--- src/eds_pkg.sv ---
package eds_pkg;

	localparam int DIST_W    = 10;
	localparam int CFG_IDX_W = 2;

	// register indexes on the config port
	localparam logic [CFG_IDX_W-1:0] REG_LOWER_LIMIT   = 2'd0;
	localparam logic [CFG_IDX_W-1:0] REG_UPPER_LIMIT   = 2'd1;
	localparam logic [CFG_IDX_W-1:0] REG_NO_ECHO_VALUE = 2'd2;

	localparam logic [DIST_W-1:0] LOWER_LIMIT_RST   = 10'd5;
	localparam logic [DIST_W-1:0] UPPER_LIMIT_RST   = 10'd500;
	localparam logic [DIST_W-1:0] NO_ECHO_VALUE_RST = 10'd550;

	// func codes of an input word
	localparam logic FUNC_TICK = 1'b0;
	localparam logic FUNC_ECHO = 1'b1;

	// raw = floor(t * 17 / 500) + 3. At t >= 30000 raw reaches 1023 and can never
	// be inside the window, so only 15 bits of t go through the multiplier.
	localparam int SMALL_W     = 15;
	localparam int TICK_LIMIT  = 30000;
	localparam int RECIP_W     = 20;
	localparam int RECIP_SHIFT = 24;
	localparam logic [RECIP_W-1:0] RECIP_MULT = 20'd570426;  // ceil(17 * 2^24 / 500)
	localparam logic [DIST_W-1:0]  RAW_OFFSET = 10'd3;

	typedef struct packed {
		logic func;
		logic echo_level;
	} eds_in_t;

	typedef struct packed {
		logic [DIST_W-1:0] distance_cm;
		logic              in_window;
	} eds_out_t;

	typedef struct packed {
		logic [DIST_W-1:0] lower_limit;
		logic [DIST_W-1:0] upper_limit;
		logic [DIST_W-1:0] no_echo_value;
	} eds_cfg_t;

endpackage

--- src/eds_timer.sv ---
module eds_timer #(
	parameter int COUNTER_WIDTH = 16
) (
	input  logic                     clk,
	input  logic                     arst_n,
	input  logic                     in_accept,
	input  eds_pkg::eds_in_t         in_word,
	input  logic                     load,
	output logic                     valid_s1,
	output logic [COUNTER_WIDTH-1:0] width_s1
);
	import eds_pkg::*;

	logic [COUNTER_WIDTH-1:0] count_q;
	logic [COUNTER_WIDTH-1:0] latched_q;
	logic                     running_q;
	logic                     is_echo;

	assign is_echo = in_accept && (in_word.func == FUNC_ECHO);

	always_ff @(posedge clk or negedge arst_n) begin
		if (!arst_n) begin
			count_q   <= '0;
			latched_q <= '0;
			running_q <= 1'b0;
		end else if (in_accept) begin
			if (in_word.func == FUNC_TICK) begin
				if (running_q && (count_q != '1)) begin
					count_q <= count_q + COUNTER_WIDTH'(1);
				end
			end else if (in_word.echo_level) begin
				count_q   <= '0;
				running_q <= 1'b1;
			end else begin
				latched_q <= count_q;
				count_q   <= '0;
				running_q <= 1'b0;
			end
		end
	end

	always_ff @(posedge clk or negedge arst_n) begin
		if (!arst_n) begin
			valid_s1 <= 1'b0;
		end else if (load) begin
			valid_s1 <= is_echo;
		end
	end

	// width the filter sees: the freshly latched count on a falling edge,
	// the stale one on a rising edge
	always_ff @(posedge clk) begin
		if (load && is_echo) begin
			width_s1 <= in_word.echo_level ? latched_q : count_q;
		end
	end

endmodule

--- src/eds_range.sv ---
module eds_range #(
	parameter int COUNTER_WIDTH = 16
) (
	input  logic                             clk,
	input  logic                             arst_n,
	input  logic                             load,
	input  logic                             valid_s1,
	input  logic [COUNTER_WIDTH-1:0]         width_s1,
	output logic                             valid_s2,
	output logic                             far_s2,
	output logic [eds_pkg::DIST_W-1:0]       quot_s2
);
	import eds_pkg::*;

	localparam int TW     = (COUNTER_WIDTH > SMALL_W) ? COUNTER_WIDTH : SMALL_W;
	localparam int PROD_W = SMALL_W + RECIP_W;

	logic [TW-1:0]      width_ext;
	logic [SMALL_W-1:0] width_small;
	logic               far;
	logic [PROD_W-1:0]  prod;

	assign width_ext   = TW'(width_s1);
	assign far         = width_ext >= TW'(TICK_LIMIT);
	assign width_small = width_ext[SMALL_W-1:0];
	// floor(t * 17 / 500) by reciprocal, exact for t below the limit
	assign prod        = PROD_W'(width_small) * PROD_W'(RECIP_MULT);

	always_ff @(posedge clk or negedge arst_n) begin
		if (!arst_n) begin
			valid_s2 <= 1'b0;
		end else if (load) begin
			valid_s2 <= valid_s1;
		end
	end

	always_ff @(posedge clk) begin
		if (load && valid_s1) begin
			far_s2  <= far;
			quot_s2 <= prod[RECIP_SHIFT +: DIST_W];
		end
	end

endmodule

--- src/eds_filter.sv ---
module eds_filter (
	input  logic                       clk,
	input  logic                       arst_n,
	input  logic                       load,
	input  logic                       valid_s2,
	input  logic                       far_s2,
	input  logic [eds_pkg::DIST_W-1:0] quot_s2,
	input  eds_pkg::eds_cfg_t          cfg,
	output logic                       out_valid,
	output eds_pkg::eds_out_t          out_word
);
	import eds_pkg::*;

	// the oldest history entry drops out of the mean, so only two are kept
	logic [DIST_W-1:0]   cur_q;
	logic                win_q;
	logic [DIST_W-1:0]   hist_q [2];
	logic [DIST_W-1:0]   raw;
	logic                ok;
	logic [DIST_W+1:0]   sum;

	assign raw = quot_s2 + RAW_OFFSET;
	assign ok  = !far_s2 && (raw > cfg.lower_limit) && (raw < cfg.upper_limit);
	assign sum = (DIST_W+2)'(raw) + (DIST_W+2)'(cur_q)
	           + (DIST_W+2)'(hist_q[0]) + (DIST_W+2)'(hist_q[1]);

	always_ff @(posedge clk or negedge arst_n) begin
		if (!arst_n) begin
			out_valid <= 1'b0;
			cur_q     <= '0;
			win_q     <= 1'b0;
			hist_q[0] <= '0;
			hist_q[1] <= '0;
		end else if (load) begin
			out_valid <= valid_s2;
			if (valid_s2) begin
				win_q <= ok;
				if (ok) begin
					hist_q[1] <= hist_q[0];
					hist_q[0] <= cur_q;
					cur_q     <= sum[DIST_W+1:2];
				end else begin
					cur_q <= cfg.no_echo_value;
				end
			end
		end
	end

	assign out_word.distance_cm = cur_q;
	assign out_word.in_window   = win_q;

endmodule

--- src/echo_pulse_distance_smoother_core.sv ---
// Ultrasonic echo ranger with a four-point moving average. Tick words (func 0)
// advance the pulse timer and give no result; echo words (func 1) give one
// result each. A new word can follow every cycle while in_ready is high. An
// echo word's result passes three registers: one holds the latched width, one
// the reciprocal product that stands in for the divide by 500, and the output
// register holds the filter state. A stalled output backs up into those
// stages, so in_ready drops only once all three hold an unfinished word.
// Limits may be changed only while idle.
module echo_pulse_distance_smoother_core #(
	parameter int COUNTER_WIDTH = 16
) (
	input  logic                                 clk,
	input  logic                                 arst_n,
	input  logic                                 in_valid,
	output logic                                 in_ready,
	input  eds_pkg::eds_in_t                     in_word,
	output logic                                 out_valid,
	input  logic                                 out_ready,
	output eds_pkg::eds_out_t                    out_word,
	input  logic                                 cfg_wr_en,
	input  logic [eds_pkg::CFG_IDX_W-1:0]        cfg_index,
	input  logic [eds_pkg::DIST_W-1:0]           cfg_data
);
	import eds_pkg::*;

	eds_cfg_t                 cfg_q;
	logic                     valid_s1;
	logic [COUNTER_WIDTH-1:0] width_s1;
	logic                     valid_s2;
	logic                     far_s2;
	logic [DIST_W-1:0]        quot_s2;
	logic                     go1;
	logic                     go2;
	logic                     go3;

	assign go3      = !out_valid || out_ready;
	assign go2      = !valid_s2 || go3;
	assign go1      = !valid_s1 || go2;
	assign in_ready = go1;

	always_ff @(posedge clk or negedge arst_n) begin
		if (!arst_n) begin
			cfg_q.lower_limit   <= LOWER_LIMIT_RST;
			cfg_q.upper_limit   <= UPPER_LIMIT_RST;
			cfg_q.no_echo_value <= NO_ECHO_VALUE_RST;
		end else if (cfg_wr_en) begin
			unique case (cfg_index)
				REG_LOWER_LIMIT:   cfg_q.lower_limit   <= cfg_data;
				REG_UPPER_LIMIT:   cfg_q.upper_limit   <= cfg_data;
				REG_NO_ECHO_VALUE: cfg_q.no_echo_value <= cfg_data;
				default: ;
			endcase
		end
	end

	eds_timer #(
		.COUNTER_WIDTH(COUNTER_WIDTH)
	) u_timer (
		.clk       (clk),
		.arst_n    (arst_n),
		.in_accept (in_valid && in_ready),
		.in_word   (in_word),
		.load      (go1),
		.valid_s1  (valid_s1),
		.width_s1  (width_s1)
	);

	eds_range #(
		.COUNTER_WIDTH(COUNTER_WIDTH)
	) u_range (
		.clk      (clk),
		.arst_n   (arst_n),
		.load     (go2),
		.valid_s1 (valid_s1),
		.width_s1 (width_s1),
		.valid_s2 (valid_s2),
		.far_s2   (far_s2),
		.quot_s2  (quot_s2)
	);

	eds_filter u_filter (
		.clk       (clk),
		.arst_n    (arst_n),
		.load      (go3),
		.valid_s2  (valid_s2),
		.far_s2    (far_s2),
		.quot_s2   (quot_s2),
		.cfg       (cfg_q),
		.out_valid (out_valid),
		.out_word  (out_word)
	);

endmodule

--- config.mk ---
export PLATFORM = sky130hd
export DESIGN_NAME = echo_pulse_distance_smoother_core
export DESIGN_NICKNAME = d
export VERILOG_FILES = /design/src/eds_pkg.sv /design/src/eds_timer.sv /design/src/eds_range.sv /design/src/eds_filter.sv /design/src/echo_pulse_distance_smoother_core.sv
export SDC_FILE = /design/constraint.sdc
export NUM_CORES = 1
export LEC_CHECK = 0
export ABC_AREA = 1
export BUFFER_PORTS_ARGS = -buffer_cell sky130_fd_sc_hd__buf_4
export CORE_MARGIN = 10
export CORE_UTILIZATION = 30
export CTS_CLUSTER_SIZE = 40
export DETAILED_ROUTE_END_ITERATION = 12
export PLACE_DENSITY_LB_ADDON = 0.12
export SETUP_SLACK_MARGIN = 0.3
export SYNTH_ARGS = -nofsm -noshare
export SYNTH_HDL_FRONTEND = slang
export SYNTH_HIERARCHICAL = 1
export SYNTH_SLANG_ARGS = --single-unit
--- constraint.sdc ---
create_clock -name clk -period 5.5 [get_ports clk]
set_clock_uncertainty 0.15 [all_clocks]
set_input_delay 1.1 -clock clk [delete_from_list [all_inputs] [get_ports clk]]
set_output_delay 1.1 -clock clk [all_outputs]
set_load 0.01 [all_outputs]
==> summary.md <==
| Metric | Value |
|---|---|
| Lkg Pwr | `roughly 7.3 nW` |
| Register bit count reported by yosys | `124` |
| Maxcap violations | `0` |
| Die X | `224 um` |
| Vias | `between 9000 and 10000` |
| Layout cell share with drive strength beyond 1 | `between 10 and 15%` |
| Worst reg-to-reg path cell count | `18` |
| Post-DR vias/cell | `approximately 4.4` |
| Final Hold Fails | `0` |
| Ys flop type | `dfrtp_1` |
| Post-synth EDFFs | `27` |
| Max Freq | `slightly above 200 MHz` |
| Initial core utilization | `between 30% and 40%` |
| Worst Max-Slew Pin Slew | `roughly 0.88 ns` |
| Worst r2r dst | `u_range/quot_s2[8]` |
| Final setup vio count | `0` |
| Yosys Warn Count | `6` |
| Slack of the worst reg-to-reg path | `between 0.5 and 0.6 ns` |
| Htree depth | `4` |
| Setup_tns | `0 ns` |
| Overall Global Routing Usage | `roughly an eighth` |
| Clock Path Buffers | `2` |
| Fin nets | `roughly 1900` |
| Area of the die | `about 50000 um2` |
| Multi-input logic area | `7820 um2` |
| Post-route ant nets | `0` |
| Clock-pin slew on the worst setup and hold paths | `roughly 0.060 ns` |
| Distinct cell type count after synthesis | `51` |
| Hold_buf cts | `0` |
| Core area | `41000 um2` |
| Pin count of the biggest net entering global routing | `67` |
| Vias in the first global route | `9487` |
| Die Y | `between 200 and 250 um` |
| Area of the mapped netlist | `between 10000 and 15000 um2` |
| Drt wl/cell | `14.7 um` |
| Crit Reg-Reg Startpoint | `u_timer/width_s1[12]` |
| Final RePlAce weighted congestion | `between 0.8 and 0.9` |
| CTS Root Cell | `clkbuf_16` |
| CP Launch Type | `flop` |
| CP Capture Type | `flop` |
| Residual DRC count | `0` |
| Synth Instances | `between 1500 and 2000` |
| Top Ports | `32` |
| CTS buffer count | `17` |
| Buffers on Ports | `31` |
| Hold crit path type | `flop to flop` |
| Period minus WS final | `a little under 5 ns` |
| Register area share after synthesis | `about a quarter` |
| Total Wirelength | `slightly above 30 mm` |
| Global-route wire length before repair | `between 50 and 60 mm` |
| Initial antenna violation count | `1` |
| Max-Slew Margin vs Limit | `about two fifths` |
| TritonCTS clock tree | `yes` |
| PD cells | `~470 nW/um2` |
| Worst EP arrival | `roughly 5.0 ns` |
| Worst Path Required | `between 5 and 6 ns` |
| Asr flop ratio synth | `between 70% and 80%` |
| Total congestion overflow | `0` |
| Synth Net Count | `between 1500 and 2000` |
| Hold Path Sink | `cfg_q[9]` |
| Mapped Avg Cell Area | `8.11 um2` |
| Area delta synth->final | `11.5%` |
| Slew Viols, Final | `0` |
| Tcrit/Tclk final | `between 90% and 100%` |
| Tot Pwr | `6.57 mW` |
| Cells on Worst Hold Path | `2` |
| DRT Pass-1 Iters | `5` |
| DP Wirelength | `between 20 and 30 mm` |
| Hold path start | `cfg_q[9]` |
| Site Rows | `between 70 and 80` |
| Maximum vdd drop | `0.247 mV` |
| Worst-skew pair later-pin latency | `about 0.45 ns` |
| # diodes | `0` |
| CTS Sinks | `approximately 120` |
| Register area | `approximately 3300 um2` |
| Crit path max fanout | `4` |
| Filler Cell Count | `4400` |
| Run status | `finished clean` |
| WS Path Type | `flop to flop` |
| Iter 0 DRT Violations | `~540` |
| RSZ-0062 raised after global routing | `true` |
[layout by cell type, fill, tap and decap left out, drive strengths merged]
cell,count
fa,91
inv,343
nor2,81
clkbuf,27
and2,1
o21ai,80
xor2,10
dfrtp,85
nor3b,1
o22ai,5
a31oi,3
nor4,1
clkinv,6
nor3,7
buf,45
ha,170
dfstp,12
nand4,42
o21bai,7
a21oi,30
o21a,2
edfxtp,27
clkinvlp,1
nand2,408
a31o,1
nand3b,2
xnor2,7
nand3,91
or2,2
a21boi,2
a21o,1
[Yosys cell counts, drive strengths merged (10+ instances only)]
master | instances | area share, %
a21oi | 30 | 1.2
buf | 21 | 1.4
dfrtp | 85 | 17
dfstp | 12 | 2.5
edfxtp | 27 | 6.5
fa | 91 | 15
ha | 170 | 17
inv | 343 | 10
nand2 | 408 | 13
nand3 | 91 | 3.8
nand4 | 42 | 2.3
nor2 | 81 | 3.2
o21ai | 80 | 4.0
xor2 | 10 | 0.70
[layout make-up]
cell class	instances	area share, %
inverters	345	9.30
clock inverters	5	0.224
multi-input cells	1045	56.1
well taps	532	4.78
flip-flops and latches	124	23.3
repair buffers	45	2.45
clock buffers	27	3.76
[where the power goes]
part | internal, mW | total [mW] | switching [mW]
Combinational | 1.59 | 4.24 | 2.65
Clock | 0.649 | 1.08 | 0.434
Sequential | 1.13 | 1.25 | 0.124
[repair_timing]
item,in CTS,in global routing
gates resized for setup,0,19
setup buffers,0,3
setup endpoints to repair,0,10
[per-stage QoR]
stage	hold WS, ns	instance area, um2	cells	utilization (%)	worst slack [ns]
after floorplan	0.292	12500	1541	-	0.552
after global placement	0.299	13300	2088	32.4	0.366
after detailed placement	0.309	13300	2088	32.4	0.318
after CTS	0.316	13800	2120	33.7	0.333
after global routing	0.328	13900	2123	34.0	0.271
final	0.314	13900	2123	34.0	0.526
[logic make-up (layout without fill, tap and decap cells)]
| logic type | count (synthesis) | after routing | share of synthesized area (%) |
|---|---|---|---|
| simple gates | 636 | 636 | 22.7 |
| buf+inv | 372 | 422 | 12.0 |
| xor+xnor | 17 | 17 | 1.19 |
| flops | 124 | 124 | 26.0 |
| compound gates | 131 | 131 | 6.47 |
| fa+ha+maj | 261 | 261 | 31.6 |
[worst max-delay path by stage]
stage | startpoint | end | slack (ns) | cells past startpoint
floorplan | u_timer/width_s1[9] | u_range/quot_s2[0] | 0.55 | 24
global placement | u_timer/width_s1[12] | u_range/quot_s2[9] | 0.37 | 21
detailed placement | u_timer/width_s1[12] | u_range/quot_s2[9] | 0.32 | 21
CTS | u_timer/width_s1[12] | u_range/quot_s2[9] | 0.33 | 21
global route | u_timer/width_s1[12] | u_range/quot_s2[2] | 0.27 | 21
finish | u_timer/width_s1[12] | u_range/quot_s2[8] | 0.53 | 18
[critical path, stage by stage, from the launching register on]
cell and delay, ns:
edfxtp_1 0.46, ha_1 0.32, inv_1 0.06, fa_1 0.48
inv_1 0.06, fa_1 0.55, fa_1 0.45, fa_1 0.54
inv_1 0.05, fa_1 0.53, inv_1 0.06, ha_4 0.29
nand2_2 0.09, nor2_1 0.09, nand2_1 0.09, nor3_2 0.16
nand3_1 0.12, nand3_1 0.10, nand2_1 0.07
[state kept, by name (all words and copies together) (netlist names)]
register	count
u_timer/valid_s1	1
u_timer/running_q	1
u_filter/hist_q	20
u_timer/latched_q	16
u_range/quot_s2	10
u_timer/count_q	16
u_filter/cur_q	10
u_filter/out_valid	1
cfg_q	30
u_range/valid_s2	1
u_range/far_s2	1
u_filter/win_q	1
u_timer/width_s1	16
[metal layers]
metal	up-vias	global-route usage [%]	routed length, um
li1	4879	-	-
met1	4372	15.7	14400
met2	91	22.6	15600
met3	19	2.57	914
met4	0	2.90	276
met5	-	0	0
Note: power is estimated with default switching activity, not from simulation.
